<file path="src/q5k_pkg.sv">
// Shared types, constants and float32 helpers for the Q5_K super-block dequantizer.
// Used by q5k_ctrl, q5k_dpath and q5k_superblock_dequantizer; depends on nothing else.
package q5k_pkg;

	localparam int BLOCK_WEIGHTS = 256;
	localparam int SCALE_BYTES   = 12;
	localparam int HIGH_BYTES    = 32;
	localparam logic [31:0] F32_QNAN = 32'h7FC0_0000;

	typedef enum logic [1:0] {
		ACT_HEADER = 2'd0,
		ACT_SCALE  = 2'd1,
		ACT_HIGH   = 2'd2,
		ACT_QUANT  = 2'd3
	} action_t;

	// which packed scale byte the read port fetches for the current sub-block
	typedef enum logic [1:0] {
		RSEL_A,
		RSEL_B,
		RSEL_C
	} rsel_t;

	typedef enum logic [2:0] {
		OP_NONE,
		OP_MUL_D,
		OP_MUL_M,
		OP_MUL_Q,
		OP_ADD_PRE,
		OP_ADD_POST
	} op_t;

	typedef struct packed {
		logic  sc_re;
		rsel_t rsel;
		logic  cap_hb;
		logic  cap_a;
		logic  cap_b;
		logic  cap_c;
		op_t   op;
		logic  half;
	} cmd_t;

	typedef struct packed {
		logic out_free;
	} status_t;

	typedef struct packed {
		logic        special;
		logic [31:0] special_val;
		logic        sign;
		logic [7:0]  expo;
		logic [27:0] sum;
	} add_pre_t;

	// widen an fp16 pattern to float32, exactly
	function automatic logic [31:0] half_to_f32(input logic [15:0] h);
		logic        s;
		logic [4:0]  ex;
		logic [10:0] f;
		logic [7:0]  e32;
		logic [31:0] r;
		s  = h[15];
		ex = h[14:10];
		f  = {1'b0, h[9:0]};
		e32 = 8'd113;
		if (ex == 5'd0) begin
			if (f == 11'd0) begin
				r = {s, 31'b0};
			end else begin
				for (int i = 0; i < 10; i++) begin
					if (!f[10]) begin
						f   = f << 1;
						e32 = e32 - 8'd1;
					end
				end
				r = {s, e32, f[9:0], 13'b0};
			end
		end else if (ex == 5'h1F) begin
			r = {s, 8'hFF, h[9:0], 13'b0};
		end else begin
			r = {s, {3'b0, ex} + 8'd112, h[9:0], 13'b0};
		end
		return r;
	endfunction

	// small unsigned integer to float32 (always exact)
	function automatic logic [31:0] u6_to_f32(input logic [5:0] v);
		logic [2:0]  p;
		logic [28:0] m;
		logic [31:0] r;
		p = 3'd0;
		for (int i = 0; i < 6; i++) begin
			if (v[i]) p = 3'(i);
		end
		m = {23'b0, v} << (5'd23 - {2'b0, p});
		if (v == 6'd0) r = 32'b0;
		else           r = {1'b0, 8'd127 + {5'b0, p}, m[22:0]};
		return r;
	endfunction

	// float32 multiply, round to nearest even; operands are normal, zero, inf or NaN
	function automatic logic [31:0] fmul(input logic [31:0] a, input logic [31:0] b);
		logic               sr;
		logic               nan_a, nan_b, inf_a, inf_b, zero_a, zero_b;
		logic [47:0]        p;
		logic signed [10:0] e;
		logic [23:0]        sig;
		logic               g, st;
		logic [30:0]        mag;
		logic [31:0]        r;
		sr     = a[31] ^ b[31];
		nan_a  = (a[30:23] == 8'hFF) && (a[22:0] != 23'b0);
		nan_b  = (b[30:23] == 8'hFF) && (b[22:0] != 23'b0);
		inf_a  = (a[30:23] == 8'hFF) && (a[22:0] == 23'b0);
		inf_b  = (b[30:23] == 8'hFF) && (b[22:0] == 23'b0);
		zero_a = (a[30:23] == 8'h00);
		zero_b = (b[30:23] == 8'h00);
		p   = {1'b1, a[22:0]} * {1'b1, b[22:0]};
		e   = $signed({3'b0, a[30:23]}) + $signed({3'b0, b[30:23]}) - 11'sd127;
		if (p[47]) begin
			sig = p[47:24];
			g   = p[23];
			st  = |p[22:0];
			e   = e + 11'sd1;
		end else begin
			sig = p[46:23];
			g   = p[22];
			st  = |p[21:0];
		end
		mag = {e[7:0], sig[22:0]};
		mag = mag + {30'b0, g & (st | sig[0])};
		if (nan_a || nan_b || (inf_a && zero_b) || (inf_b && zero_a)) r = F32_QNAN;
		else if (inf_a || inf_b)    r = {sr, 8'hFF, 23'b0};
		else if (zero_a || zero_b)  r = {sr, 31'b0};
		else if (e >= 11'sd255)     r = {sr, 8'hFF, 23'b0};
		else if (e <= 11'sd0)       r = {sr, 31'b0};
		else                        r = {sr, mag};
		return r;
	endfunction

	// float32 add, first half: special cases, alignment and the wide add
	function automatic add_pre_t fadd_pre(input logic [31:0] a, input logic [31:0] b);
		logic        nan_a, nan_b, inf_a, inf_b, zero_a, zero_b;
		logic        swap;
		logic [31:0] big, sml;
		logic [7:0]  d;
		logic [26:0] big27, sm27, al, mask;
		logic        stk;
		add_pre_t    r;
		nan_a  = (a[30:23] == 8'hFF) && (a[22:0] != 23'b0);
		nan_b  = (b[30:23] == 8'hFF) && (b[22:0] != 23'b0);
		inf_a  = (a[30:23] == 8'hFF) && (a[22:0] == 23'b0);
		inf_b  = (b[30:23] == 8'hFF) && (b[22:0] == 23'b0);
		zero_a = (a[30:23] == 8'h00);
		zero_b = (b[30:23] == 8'h00);
		r = '0;
		swap  = b[30:0] > a[30:0];
		big   = swap ? b : a;
		sml   = swap ? a : b;
		d     = big[30:23] - sml[30:23];
		big27 = {1'b1, big[22:0], 3'b0};
		sm27  = {1'b1, sml[22:0], 3'b0};
		mask  = ~(27'h7FF_FFFF << d[4:0]);
		stk   = |(sm27 & mask);
		al    = sm27 >> d[4:0];
		al[0] = al[0] | stk;
		if (d >= 8'd27) al = 27'd1;
		r.sign = big[31];
		r.expo = big[30:23];
		if (big[31] == sml[31]) r.sum = {1'b0, big27} + {1'b0, al};
		else                    r.sum = {1'b0, big27} - {1'b0, al};
		// special operands bypass the arithmetic
		if (nan_a || nan_b || (inf_a && inf_b && (a[31] != b[31]))) begin
			r.special     = 1'b1;
			r.special_val = F32_QNAN;
		end else if (inf_a) begin
			r.special     = 1'b1;
			r.special_val = a;
		end else if (inf_b) begin
			r.special     = 1'b1;
			r.special_val = b;
		end else if (zero_a && zero_b) begin
			r.special     = 1'b1;
			r.special_val = {a[31] & b[31], 31'b0};
		end else if (zero_a) begin
			r.special     = 1'b1;
			r.special_val = b;
		end else if (zero_b) begin
			r.special     = 1'b1;
			r.special_val = a;
		end
		return r;
	endfunction

	// float32 add, second half: normalise and round to nearest even
	function automatic logic [31:0] fadd_post(input add_pre_t p);
		logic [26:0]       n;
		logic signed [9:0] e;
		logic [4:0]        pos, lz;
		logic [23:0]       sig;
		logic              g, st;
		logic [30:0]       mag;
		logic [31:0]       r;
		pos = 5'd0;
		for (int i = 0; i < 27; i++) begin
			if (p.sum[i]) pos = 5'(i);
		end
		lz = 5'd26 - pos;
		if (p.sum[27]) begin
			n    = p.sum[27:1];
			n[0] = n[0] | p.sum[0];
			e    = $signed({2'b0, p.expo}) + 10'sd1;
		end else begin
			n = p.sum[26:0] << lz;
			e = $signed({2'b0, p.expo}) - $signed({5'b0, lz});
		end
		sig = n[26:3];
		g   = n[2];
		st  = |n[1:0];
		mag = {e[7:0], sig[22:0]};
		mag = mag + {30'b0, g & (st | sig[0])};
		if (p.special)               r = p.special_val;
		else if (p.sum == 28'd0)     r = 32'b0;
		else if (e >= 10'sd255)      r = {p.sign, 8'hFF, 23'b0};
		else if (e <= 10'sd0)        r = {p.sign, 31'b0};
		else                         r = {p.sign, mag};
		return r;
	endfunction

endpackage

</file>
<file path="src/q5k_ram.sv">
// Generic single-write, single-read RAM with a registered read port.
// Stand-alone; used by q5k_dpath for the packed scale and high-bit stores.
module q5k_ram #(
	parameter  int WIDTH = 8,
	parameter  int DEPTH = 12,
	localparam int AW    = (DEPTH > 1) ? $clog2(DEPTH) : 1
) (
	input  logic             clk,
	input  logic             we,
	input  logic [AW-1:0]    waddr,
	input  logic [WIDTH-1:0] wdata,
	input  logic             re,
	input  logic [AW-1:0]    raddr,
	output logic [WIDTH-1:0] rdata
);

	logic [WIDTH-1:0] mem_q [DEPTH];

	// write port
	always_ff @(posedge clk) begin
		if (we) mem_q[waddr] <= wdata;
	end

	// registered read port
	always_ff @(posedge clk) begin
		if (re) rdata <= mem_q[raddr];
	end

endmodule

</file>
<file path="src/q5k_ctrl.sv">
// Sequencer for the Q5_K dequantizer: walks each quant byte through reads,
// the shared multiplier and the two-step adder. Depends on q5k_pkg.
module q5k_ctrl (
	input  logic              clk,
	input  logic              arst_n,
	input  logic              in_valid,
	input  logic [1:0]        action,
	output logic              in_ready,
	input  q5k_pkg::status_t  status,
	output q5k_pkg::cmd_t     cmd
);

	typedef enum logic [3:0] {
		S_IDLE,
		S_RD_A,
		S_RD_B,
		S_RD_C,
		S_CAP_C,
		S_MUL_D,
		S_MUL_M,
		S_MUL_Q,
		S_ADD_PRE,
		S_ADD_POST
	} state_t;

	state_t state_q, state_d;
	logic   half_q, half_d;
	logic   rdy_q, rdy_d;

	// next state: only quant items leave idle
	always_comb begin
		state_d = state_q;
		half_d  = half_q;
		rdy_d   = rdy_q;
		unique case (state_q)
			S_IDLE: begin
				if (in_valid && rdy_q && (action == q5k_pkg::ACT_QUANT)) begin
					state_d = S_RD_A;
					half_d  = 1'b0;
					rdy_d   = 1'b0;
				end
			end
			S_RD_A:    state_d = S_RD_B;
			S_RD_B:    state_d = S_RD_C;
			S_RD_C:    state_d = S_CAP_C;
			S_CAP_C:   state_d = S_MUL_D;
			S_MUL_D:   state_d = S_MUL_M;
			S_MUL_M:   state_d = S_MUL_Q;
			S_MUL_Q:   state_d = S_ADD_PRE;
			S_ADD_PRE: state_d = S_ADD_POST;
			S_ADD_POST: begin
				if (status.out_free) begin
					if (half_q) begin
						state_d = S_IDLE;
						rdy_d   = 1'b1;
					end else begin
						state_d = S_RD_A;
						half_d  = 1'b1;
					end
				end
			end
			default: state_d = S_IDLE;
		endcase
	end

	// hold state and ready
	always_ff @(posedge clk or negedge arst_n) begin
		if (!arst_n) begin
			state_q <= S_IDLE;
			half_q  <= 1'b0;
			rdy_q   <= 1'b1;
		end else begin
			state_q <= state_d;
			half_q  <= half_d;
			rdy_q   <= rdy_d;
		end
	end

	// decode datapath commands from state
	always_comb begin
		cmd      = '0;
		cmd.half = half_q;
		cmd.rsel = q5k_pkg::RSEL_A;
		cmd.op   = q5k_pkg::OP_NONE;
		unique case (state_q)
			S_RD_A: begin
				cmd.sc_re  = 1'b1;
				cmd.rsel   = q5k_pkg::RSEL_A;
				cmd.cap_hb = 1'b1;
			end
			S_RD_B: begin
				cmd.sc_re = 1'b1;
				cmd.rsel  = q5k_pkg::RSEL_B;
				cmd.cap_a = 1'b1;
			end
			S_RD_C: begin
				cmd.sc_re = 1'b1;
				cmd.rsel  = q5k_pkg::RSEL_C;
				cmd.cap_b = 1'b1;
			end
			S_CAP_C:    cmd.cap_c = 1'b1;
			S_MUL_D:    cmd.op = q5k_pkg::OP_MUL_D;
			S_MUL_M:    cmd.op = q5k_pkg::OP_MUL_M;
			S_MUL_Q:    cmd.op = q5k_pkg::OP_MUL_Q;
			S_ADD_PRE:  cmd.op = q5k_pkg::OP_ADD_PRE;
			S_ADD_POST: begin
				if (status.out_free) cmd.op = q5k_pkg::OP_ADD_POST;
			end
			default: cmd.op = q5k_pkg::OP_NONE;
		endcase
	end

	assign in_ready = rdy_q;

endmodule

</file>
<file path="src/q5k_dpath.sv">
// Datapath for the Q5_K dequantizer: stores, scale unpacking, shared float
// multiplier, two-step float adder and output register. Depends on q5k_pkg, q5k_ram.
module q5k_dpath (
	input  logic             clk,
	input  logic             arst_n,
	input  logic             accept,
	input  logic [1:0]       action,
	input  logic [6:0]       byte_index,
	input  logic [7:0]       byte_value,
	input  logic [15:0]      block_scale_half,
	input  logic [15:0]      block_min_half,
	input  q5k_pkg::cmd_t    cmd,
	output q5k_pkg::status_t status,
	output logic             out_valid,
	input  logic             out_ready,
	output logic [7:0]       weight_index,
	output logic [31:0]      weight_bits,
	output logic             run_last,
	output logic             block_end
);

	localparam int SAW = $clog2(q5k_pkg::SCALE_BYTES);
	localparam int HAW = $clog2(q5k_pkg::HIGH_BYTES);

	logic [31:0] d_q, dm_q;
	logic [7:0]  qbyte_q;
	logic [1:0]  grp_q;
	logic [4:0]  lane_q;
	logic [7:0]  hb_q, a_q, b_q, c_q;
	logic [31:0] d1_q, m1_q, prod_q;
	q5k_pkg::add_pre_t pre_q;
	logic        out_valid_q;
	logic        half_q;
	logic [7:0]  widx_q;
	logic [31:0] wbits_q;

	logic            sc_we, hb_we, hb_re;
	logic [SAW-1:0]  sc_raddr;
	logic [7:0]      sc_rdata, hb_rdata;
	logic [2:0]      sub;
	logic [5:0]      sc, mn;
	logic            qhi;
	logic [4:0]      qv;
	logic [31:0]     mul_a, mul_b, mul_r;
	logic            load;

	// store writes and the high-bit read for an incoming quant byte
	assign sc_we = accept && (action == q5k_pkg::ACT_SCALE) &&
		(byte_index < 7'(q5k_pkg::SCALE_BYTES));
	assign hb_we = accept && (action == q5k_pkg::ACT_HIGH) &&
		(byte_index < 7'(q5k_pkg::HIGH_BYTES));
	assign hb_re = accept && (action == q5k_pkg::ACT_QUANT);

	q5k_ram #(.WIDTH(8), .DEPTH(q5k_pkg::SCALE_BYTES)) u_scale_ram (
		.clk   (clk),
		.we    (sc_we),
		.waddr (byte_index[SAW-1:0]),
		.wdata (byte_value),
		.re    (cmd.sc_re),
		.raddr (sc_raddr),
		.rdata (sc_rdata)
	);

	q5k_ram #(.WIDTH(8), .DEPTH(q5k_pkg::HIGH_BYTES)) u_high_ram (
		.clk   (clk),
		.we    (hb_we),
		.waddr (byte_index[HAW-1:0]),
		.wdata (byte_value),
		.re    (hb_re),
		.raddr (byte_index[HAW-1:0]),
		.rdata (hb_rdata)
	);

	// latch header scales (widened) and the quant byte
	always_ff @(posedge clk) begin
		if (accept && (action == q5k_pkg::ACT_HEADER)) begin
			d_q  <= q5k_pkg::half_to_f32(block_scale_half);
			dm_q <= q5k_pkg::half_to_f32(block_min_half);
		end
		if (hb_re) begin
			qbyte_q <= byte_value;
			grp_q   <= byte_index[6:5];
			lane_q  <= byte_index[4:0];
		end
	end

	// scale byte addresses for sub-block j: A = j+4, B = j mod 4, C = j
	assign sub = {grp_q, cmd.half};
	always_comb begin
		case (cmd.rsel)
			q5k_pkg::RSEL_A: sc_raddr = SAW'({1'b0, sub} + 4'd4);
			q5k_pkg::RSEL_B: sc_raddr = SAW'({2'b0, sub[1:0]});
			q5k_pkg::RSEL_C: sc_raddr = SAW'({1'b0, sub});
			default:         sc_raddr = SAW'({1'b0, sub});
		endcase
	end

	// capture read data
	always_ff @(posedge clk) begin
		if (cmd.cap_hb) hb_q <= hb_rdata;
		if (cmd.cap_a)  a_q  <= sc_rdata;
		if (cmd.cap_b)  b_q  <= sc_rdata;
		if (cmd.cap_c)  c_q  <= sc_rdata;
	end

	// unpack 6-bit scale and min, form the 5-bit quant
	assign sc  = sub[2] ? {b_q[7:6], a_q[3:0]} : b_q[5:0];
	assign mn  = sub[2] ? {c_q[7:6], a_q[7:4]} : a_q[5:0];
	assign qhi = hb_q[sub];
	assign qv  = cmd.half ? {qhi, qbyte_q[7:4]} : {qhi, qbyte_q[3:0]};

	// shared multiplier operand select
	always_comb begin
		case (cmd.op)
			q5k_pkg::OP_MUL_D: begin
				mul_a = d_q;
				mul_b = q5k_pkg::u6_to_f32(sc);
			end
			q5k_pkg::OP_MUL_M: begin
				mul_a = dm_q;
				mul_b = q5k_pkg::u6_to_f32(mn);
			end
			default: begin
				mul_a = d1_q;
				mul_b = q5k_pkg::u6_to_f32({1'b0, qv});
			end
		endcase
	end
	assign mul_r = q5k_pkg::fmul(mul_a, mul_b);

	// arithmetic registers
	always_ff @(posedge clk) begin
		case (cmd.op)
			q5k_pkg::OP_MUL_D:   d1_q   <= mul_r;
			q5k_pkg::OP_MUL_M:   m1_q   <= mul_r;
			q5k_pkg::OP_MUL_Q:   prod_q <= mul_r;
			q5k_pkg::OP_ADD_PRE: pre_q  <= q5k_pkg::fadd_pre(prod_q, {~m1_q[31], m1_q[30:0]});
			default: ;
		endcase
	end

	// output register; hold the index with the weight so a new quant byte cannot disturb it
	assign load = (cmd.op == q5k_pkg::OP_ADD_POST);
	always_ff @(posedge clk) begin
		if (load) begin
			wbits_q <= q5k_pkg::fadd_post(pre_q);
			half_q  <= cmd.half;
			widx_q  <= {grp_q, cmd.half, lane_q};
		end
	end

	always_ff @(posedge clk or negedge arst_n) begin
		if (!arst_n) begin
			out_valid_q <= 1'b0;
		end else if (load) begin
			out_valid_q <= 1'b1;
		end else if (out_ready) begin
			out_valid_q <= 1'b0;
		end
	end

	assign status.out_free = !out_valid_q || out_ready;
	assign out_valid    = out_valid_q;
	assign weight_bits  = wbits_q;
	assign run_last     = half_q;
	assign weight_index = widx_q;
	assign block_end    = (widx_q == 8'(q5k_pkg::BLOCK_WEIGHTS - 1));

endmodule

</file>
<file path="src/q5k_superblock_dequantizer.sv">
// Q5_K super-block dequantizer, top level. Header, scale and high-bit items never stall
// the input. A quant byte occupies the block until its second weight is loaded into the
// output register. Its two weights are formed one after the other, paced by the one shared
// float multiplier (three uses per weight) and the single scale RAM read port.
// A stalled output delays the sequencer only while its one output register is full.
// Reset clears control state only; stored scales and high bits are undefined until written.
module q5k_superblock_dequantizer (
	input  logic        clk,
	input  logic        arst_n,
	input  logic        in_valid,
	output logic        in_ready,
	input  logic [1:0]  action,
	input  logic [6:0]  byte_index,
	input  logic [7:0]  byte_value,
	input  logic [15:0] block_scale_half,
	input  logic [15:0] block_min_half,
	output logic        out_valid,
	input  logic        out_ready,
	output logic [7:0]  weight_index,
	output logic [31:0] weight_bits,
	output logic        run_last,
	output logic        block_end
);

	q5k_pkg::cmd_t    cmd;
	q5k_pkg::status_t status;
	logic             accept;

	assign accept = in_valid && in_ready;

	q5k_ctrl u_ctrl (
		.clk      (clk),
		.arst_n   (arst_n),
		.in_valid (in_valid),
		.action   (action),
		.in_ready (in_ready),
		.status   (status),
		.cmd      (cmd)
	);

	q5k_dpath u_dpath (
		.clk              (clk),
		.arst_n           (arst_n),
		.accept           (accept),
		.action           (action),
		.byte_index       (byte_index),
		.byte_value       (byte_value),
		.block_scale_half (block_scale_half),
		.block_min_half   (block_min_half),
		.cmd              (cmd),
		.status           (status),
		.out_valid        (out_valid),
		.out_ready        (out_ready),
		.weight_index     (weight_index),
		.weight_bits      (weight_bits),
		.run_last         (run_last),
		.block_end        (block_end)
	);

	// a quant item makes the block busy
	a_quant_busy: assert property (@(posedge clk) disable iff (!arst_n)
		(accept && (action == q5k_pkg::ACT_QUANT)) |=> !in_ready)
		else $error("block still ready after a quant item");

	// store-only items never stall the input
	a_store_ready: assert property (@(posedge clk) disable iff (!arst_n)
		(accept && (action != q5k_pkg::ACT_QUANT)) |=> in_ready)
		else $error("ready dropped after a store item");

	// a result is only produced while a quant item is in flight
	a_result_busy: assert property (@(posedge clk) disable iff (!arst_n)
		$rose(out_valid) |-> !$past(in_ready))
		else $error("result appeared while idle");

endmodule

</file>
<file path="config.mk">
export PLATFORM = sky130hd
export DESIGN_NAME = q5k_superblock_dequantizer
export DESIGN_NICKNAME = d
export VERILOG_FILES = /design/src/q5k_pkg.sv /design/src/q5k_ram.sv /design/src/q5k_ctrl.sv /design/src/q5k_dpath.sv /design/src/q5k_superblock_dequantizer.sv
export SDC_FILE = /design/constraint.sdc
export NUM_CORES = 2
export LEC_CHECK = 0
export BUFFER_PORTS_ARGS = -buffer_cell sky130_fd_sc_hd__clkbuf_2
export CORE_ASPECT_RATIO = 1.1
export CORE_MARGIN = 3
export CORE_UTILIZATION = 43
export DETAILED_ROUTE_END_ITERATION = 12
export GPL_TIMING_DRIVEN = 0
export SLEW_MARGIN = 20
export SYNTH_ARGS = -nofsm -noshare
export SYNTH_HDL_FRONTEND = slang
export SYNTH_SLANG_ARGS = --single-unit
</file>
<file path="constraint.sdc">
create_clock -name clk -period 11.3 [get_ports clk]
set_input_delay 1.695 -clock clk [delete_from_list [all_inputs] [get_ports clk]]
set_output_delay 1.695 -clock clk [all_outputs]
set_load 0.005 [all_outputs]
</file>
== Word-level counts from Yosys, hierarchy flattened ==
Memories as Yosys holds them, arrays and structs flattened. A register that Yosys moved wholly into a read port is not among the register bits.
Cells that the tools add are included.
W data, S select, Z words.
Word-level totals
  flip-flop bits (word level): 325
  word-level logic and storage cells: 439
  memories: 2
  bits of input ports: 53
  bits in writable memories: 352
  output and inout port bits: 44
Memories
  u_dpath.u_high_ram.mem_q: words 32, width 8, rd ports 1, clocked after memory_dff 1, wr ports 1, RTL line q5k_ram.sv:17  | logic [WIDTH-1:0] mem_q [DEPTH];
  u_dpath.u_scale_ram.mem_q: words 12, width 8, rd ports 1, clocked after memory_dff 1, wr ports 1, RTL line q5k_ram.sv:17
Cells by class
  shifts and indexed selects: 6
  add/sub/neg operators: 38
  mux-type cells: 255
  multiply operators: 1
  reductions and logical operators: 63
  equal/unequal tests: 30
  order comparisons: 9
  bitwise logic cells: 11
Operators with widths (number)
  $mux W11: 71
  $mux W8: 72
  $mux W31: 15
  $mux W32: 9
  $sub A8 B1 Y8 const B: 18
  $pmux W32 S2: 2
  $logic_not A23 Y1: 4
  $reduce_bool A23 Y1: 4
  $add A31 B1 Y31: 2
  $mux W5: 12
  $mux W27: 2
  $mux W26: 2
  $mul A24 B24 Y48: 1
  $shl A6 B5 Y23: 2
  $mux W4: 11
  $eq A8 B8 Y1 const B: 5
  $mux W10: 4
  $pmux W4 S10: 1
  $mux W3: 13
  $mux W33: 1
  $logic_not A8 Y1: 4
  $gt A31 B31 Y1: 1
  $add A27 B27 Y28: 1
  $logic_not A28 Y1: 1
  71 further kinds: 155

== Longest topological paths before layout ==
  depth in word-level cells: 48
  depth in mapped cells: 51

== Modules after synthesis ==
A second synthesis with hierarchy kept.
Unflattened totals
  cells, all modules: 4247
  area total of the unflattened synthesis: 46159.3 µm²
By module, submodules not included
  q5k_dpath: area an instance 31651.6 µm², cells each 3601, times used 1, seq. area each 8583.2 µm²
  q5k_ram at u_dpath.u_high_ram: area an instance 10133.5 µm², cells each 417, times used 1, seq. area each 7927.6 µm²
  q5k_ram at u_dpath.u_scale_ram: area an instance 3953.8 µm², cells each 182, times used 1, seq. area each 3123.0 µm²
  q5k_ctrl: area an instance 414.1 µm², cells each 46, times used 1, seq. area each 151.4 µm²
  q5k_superblock_dequantizer: area an instance 6.3 µm², cells each 1, times used 1, seq. area each 0.0 µm²

== Least setup slack after synthesis ==
Ideal clock, no wire load.
  path type: register -> register
  start: register u_dpath.grp_q[1]
  end: register u_dpath.d1_q[24] (data pin)
  data required time: 11014 ps
  clock period less this slack: 10785 ps
  slack: 515 ps
  stages on the path, launching flop included: 39
  buffers on the path: 5
  arrival time: 10499 ps
  cells stage by stage: edfxtp_1 buf_1 buf_1 mux2i_1 o21ai_0 a222oi_1 clkbuf_1 nor2_1 fa_1 fa_1 fa_1 fa_1 ha_1 ha_1 ha_1 ha_1 a21o_1 a21oi_1 (+3 left out) o31a_1 o211a_1 a311oi_1 o21ai_0 nand2_1 clkbuf_1 clkbuf_1 nor2_1 a21oi_1 ha_1 and2_1 nand2_1 nor3_1 and2_1 nand4_1 or3_1 a21oi_1 o31ai_1
On the way
  cells in the longest elaborated chain, start to end: 22
RTL lines
  from (decl): RTL line q5k_dpath.sv:27  | logic [1:0] grp_q;
  from (signal assigned): RTL line q5k_dpath.sv:82  | grp_q <= byte_index[6:5];
  $mux W6 (on tied branches): RTL line q5k_dpath.sv:108, q5k_dpath.sv:107
  $mux W1: RTL line q5k_pkg.sv:94  | if (v[i]) p = 3'(i);
  $mux W2 (2 in series): RTL line q5k_pkg.sv:94
  $mux W3 (2 in series): RTL line q5k_pkg.sv:94
  $mux W3: RTL line q5k_dpath.sv:114  | case (cmd.op)
  $sub A5 B3 Y5: RTL line q5k_pkg.sv:96  | m = {23'b0, v} << (5'd23 - {2'b0, p});
  $shl A6 B5 Y23: RTL line q5k_pkg.sv:96
  $mux W31: RTL line q5k_pkg.sv:97  | if (v == 6'd0) r = 32'b0;
  (+5 left out)
  $and A1 B1 Y1: RTL line q5k_pkg.sv:132  | mag = mag + {30'b0, g & (st | sig[0])};
  $add A31 B1 Y31: RTL line q5k_pkg.sv:132
  $mux W31: RTL line q5k_pkg.sv:137  | else if (e <= 11'sd0) r = {sr, 31'b0};
  $mux W31: RTL line q5k_pkg.sv:136  | else if (e >= 11'sd255) r = {sr, 8'hFF, 23'b0};
  $mux W31: RTL line q5k_pkg.sv:135  | else if (zero_a || zero_b) r = {sr, 31'b0};
  $mux W31: RTL line q5k_pkg.sv:134  | else if (inf_a || inf_b) r = {sr, 8'hFF, 23'b0};
  $mux W32 *: RTL line q5k_pkg.sv:133  | if (nan_a || nan_b || (inf_a && zero_b) || (inf_b && zero_a)) r = F32_QNAN;
  via u_dpath.mul_r[24]: RTL line q5k_dpath.sv:44  | logic [31:0] mul_a, mul_b, mul_r;
  to (signal assigned): RTL line q5k_dpath.sv:134  | q5k_pkg::OP_MUL_D: d1_q <= mul_r;
  to (decl): RTL line q5k_dpath.sv:30  | logic [31:0] d1_q, m1_q, prod_q;
Mark *: on every way through the listed nets, which the timed path passes. The rest lies on a longest branch. The select of a mux whose other input is x is not followed.
A chain may end at the register's enable or synchronous reset.

== Worst setup path in the final report ==
  start: register u_dpath.grp_q[1]
  end: register u_dpath.m1_q[9] (data pin)
On the way
  cells in the longest elaborated chain, start to end: 22
RTL lines
  $mux W6 (on tied branches): RTL line q5k_dpath.sv:108, q5k_dpath.sv:107
  $mux W1: RTL line q5k_pkg.sv:94
  $mux W2 (2 in series): RTL line q5k_pkg.sv:94
  $mux W3 (2 in series): RTL line q5k_pkg.sv:94
  $mux W3: RTL line q5k_dpath.sv:114
  $sub A5 B3 Y5: RTL line q5k_pkg.sv:96
  $shl A6 B5 Y23: RTL line q5k_pkg.sv:96
  $mux W31: RTL line q5k_pkg.sv:97
  (+5 left out)
  $and A1 B1 Y1: RTL line q5k_pkg.sv:132
  $add A31 B1 Y31: RTL line q5k_pkg.sv:132
  $mux W31: RTL line q5k_pkg.sv:137
  $mux W31: RTL line q5k_pkg.sv:136
  $mux W31: RTL line q5k_pkg.sv:135
  $mux W31: RTL line q5k_pkg.sv:134
  $mux W32 *: RTL line q5k_pkg.sv:133
  via u_dpath.mul_r[9]: RTL line q5k_dpath.sv:44
  to (signal assigned): RTL line q5k_dpath.sv:135  | q5k_pkg::OP_MUL_M: m1_q <= mul_r;
  to (decl): RTL line q5k_dpath.sv:30
Marks and branches as above.

==> results.json <==
{
  "hp-start": "u_dpath.lane_q[3]",
  "dr.pass1.iters": 6,
  "crit_end": "u_dpath.m1_q[9]",
  "htreeDepth": 3,
  "ys.flop_type": "edfxtp_1",
  "synth_area_mm2": 0.0461,
  "finalCritPeriodShare_pct": 95.6,
  "synthCells": 4292,
  "synth_fa_ha_area_share_pct": 13.1,
  "antenna_found_initial": 9,
  "critPathLaunchType": "flip-flop",
  "ios": 97,
  "routed_wirelength_mm": 136,
  "reg2reg_from": "u_dpath.grp_q[1]",
  "clock-sinks": 660,
  "synth_cell_types": 93,
  "nNetsFinal": 4994,
  "ys_async_sr_fraction_pct": 1.06,
  "grt_pass1_wl_mm": 209,
  "vias_per_cell": 5.93,
  "synth-seq-cells": 660,
  "fin_tns_setup_ns": 0,
  "die_h_um": 349,
  "syn_area_per_cell_um2": 10.7,
  "hold_path_class": "flip-flop to flip-flop",
  "drt_iter0_drc": 3426,
  "crit_path_end_kind": "flip-flop",
  "crit_type": "flip-flop to flip-flop",
  "drtAntennaViolNets": 0,
  "grtUsageTotal_pct": 24.2,
  "wl_per_cell_um": 22.8,
  "fill_cells": 9706,
  "final_common_cell": "edfxtp_1",
  "rows": 125,
  "drc": 0,
  "synth_edf_count": 653,
  "critical_path.startpoint": "u_dpath.grp_q[1]",
  "worstMarginPinSlew_ns": 1.05,
  "vias": 35500,
  "path_max_fanout": 12,
  "gp_congestion": 1.03,
  "clock_latency_ns": 0.65,
  "cts_tree": "built",
  "initial_core_util_pct": 43.5,
  "numCtsBuffers": 74,
  "status": "finished clean",
  "synth_xor_area_share_pct": 2.85,
  "placed_cells": 5856,
  "r2r-end": "u_dpath.m1_q[9]",
  "synth_compound_area_share_pct": 13.8,
  "final_cell_mix": "653 x edfxtp_1, 392 x nor2_1, 371 x nand2_1",
  "syn2layout_area_growth_pct": 12.2,
  "worstPathRequired_ns": 11.59,
  "core_mm2": 0.106,
  "hold_viol_final": 0,
  "path_clk_slew_ns": 0.06,
  "fin_cells": 5995,
  "skew_ns": 0.0478,
  "die_w_um": 318,
  "grt_max_degree": 46,
  "setup_viol": 0,
  "grt-ovfl-total": 0,
  "r2r_cells": 37,
  "arrival_ns": 11.09,
  "yosys.area_share.simple_pct": 12.7,
  "max_slew_margin_pct": 29.8,
  "reg2reg_slack_ns": 0.50,
  "fin_crit_ns": 10.80,
  "synth_top_family_by_area": "compound AO/OA/AOI/OAI gates",
  "seq_area_frac_synth_pct": 42.9,
  "slowest_delay_ns": 0.64,
  "synth_mux_area_share_pct": 9.90,
  "yosysWarnings": 0,
  "cap_violations": 0,
  "fmax_mhz": 92.6,
  "cp_slowest_cell": "clkbuf_1",
  "drv_slew": 0,
  "grt_pass1_vias": 34800,
  "io_buffers": 91,
  "dieArea_mm2": 0.111,
  "clockBufferDepth": 3,
  "place_hpwl_mm": 105,
  "layout-drive-gt1-share_pct": 11.9,
  "cts_root_buffer": "clkbuf_16"
}
-- kinds of logic (layout without fill, tap and decap cells) --
group	Yosys count	after routing
buffers and inverters	569	812
AOI/OAI and AO/OA	974	974
adders and majority gates	402	402
and+or+nand+nor	1246	1246
other	2	65
xor gates and xnor gates	148	148
DFF	660	660
muxes	291	291
-- routing by layer --
metal  wire length (um)  part of all wire (%)  global-route usage (%)
met3               9950                   7.3                    3.86
met1              54800                    40                    31.3
met5                 52                 0.038                       0
met4               6530                   4.8                    9.73
met2              65100                    48                    40.6
-- registers in the layout (all words and copies together) (netlist names), 19 cells and up --
| name | flops |
|---|---|
| u_dpath.u_high_ram.mem_q | 256 |
| u_dpath.u_scale_ram.mem_q | 96 |
| u_dpath.pre_q | 70 |
| u_dpath.d1_q | 32 |
| u_dpath.m1_q | 32 |
| u_dpath.prod_q | 32 |
| u_dpath.weight_bits | 32 |
| u_dpath.d_q | 19 |
| u_dpath.dm_q | 19 |
-- area by class of cell --
cell class,instances,area [um2],area share (%)
buffer,191,823,1.59
tap,1397,1750,3.38
timing repair buffer,125,762,1.47
multi-input combinational,3121,24800,47.9
antenna,5,12.5,0.0242
clock inverter,45,495,0.958
clock buffer,85,1910,3.70
sequential,660,19800,38.3
inverter,366,1380,2.67
-- cells in the mapped netlist (82+ instances only) --
cell type	instances	area, um2
edfxtp_1	653	19600
nor3_1	82	410
inv_1	361	1360
clkbuf_1	172	646
o21ai_0	235	1180
nor2_1	396	1490
ha_1	266	3330
mux2i_1	133	1330
fa_1	136	2720
mux4_2	129	2910
xnor2_1	106	928
a21oi_1	238	1190
nand2_1	373	1400
-- per-stage QoR --
step / hold slack (ns) / utilization [%] / setup WS (ns) / instance area, um2
6_report: 0.410 / 48.8 / 0.499 / 51700
3_5_place_dp: 0.405 / 46.0 / -2.56 / 48800
3_3_place_gp: 0.404 / 45.8 / -3.17 / 48500
4_1_cts: 0.419 / 48.5 / 0.00750 / 51400
2_1_floorplan: 0.400 / - / 0.515 / 46300
5_1_grt: 0.419 / 48.8 / -0.00103 / 51700
-- worst min-delay path by stage --
stage | end | depth (start not counted)
5_1_grt | u_dpath.weight_index[0] | 0
4_1_cts | u_dpath.weight_index[3] | 0
6_report | u_dpath.weight_index[3] | 0
3_3_place_gp | u_dpath.hb_q[2] | 0
3_5_place_dp | u_dpath.hb_q[2] | 0
2_1_floorplan | u_dpath.hb_q[0] | 0
-- critical path: cells and delay by family (launching register included) --
| kind | cells | cell delay [ns] |
|---|---|---|
| AO/OA/AOI/OAI | 15 | 3.23 |
| adder cells (fa/ha/maj) | 8 | 3.41 |
| buffers and inverters | 6 | 1.32 |
| flip-flops | 1 | 0.33 |
| multiplexers | 1 | 0.40 |
| AND/OR/NAND/NOR | 7 | 1.74 |
-- repair_timing --
action                                  CTS  global route
hold buffers                              0             0
hold endpoints to repair                  0             0
setup buffers                             7             9
endpoints found under the setup margin  105           102
pin swaps                                 0             6
resized for setup                        62            60
Power is left out: the tool's default activity adds up to more than one toggle a clock period on the data nets, which glitch-free logic cannot reach.
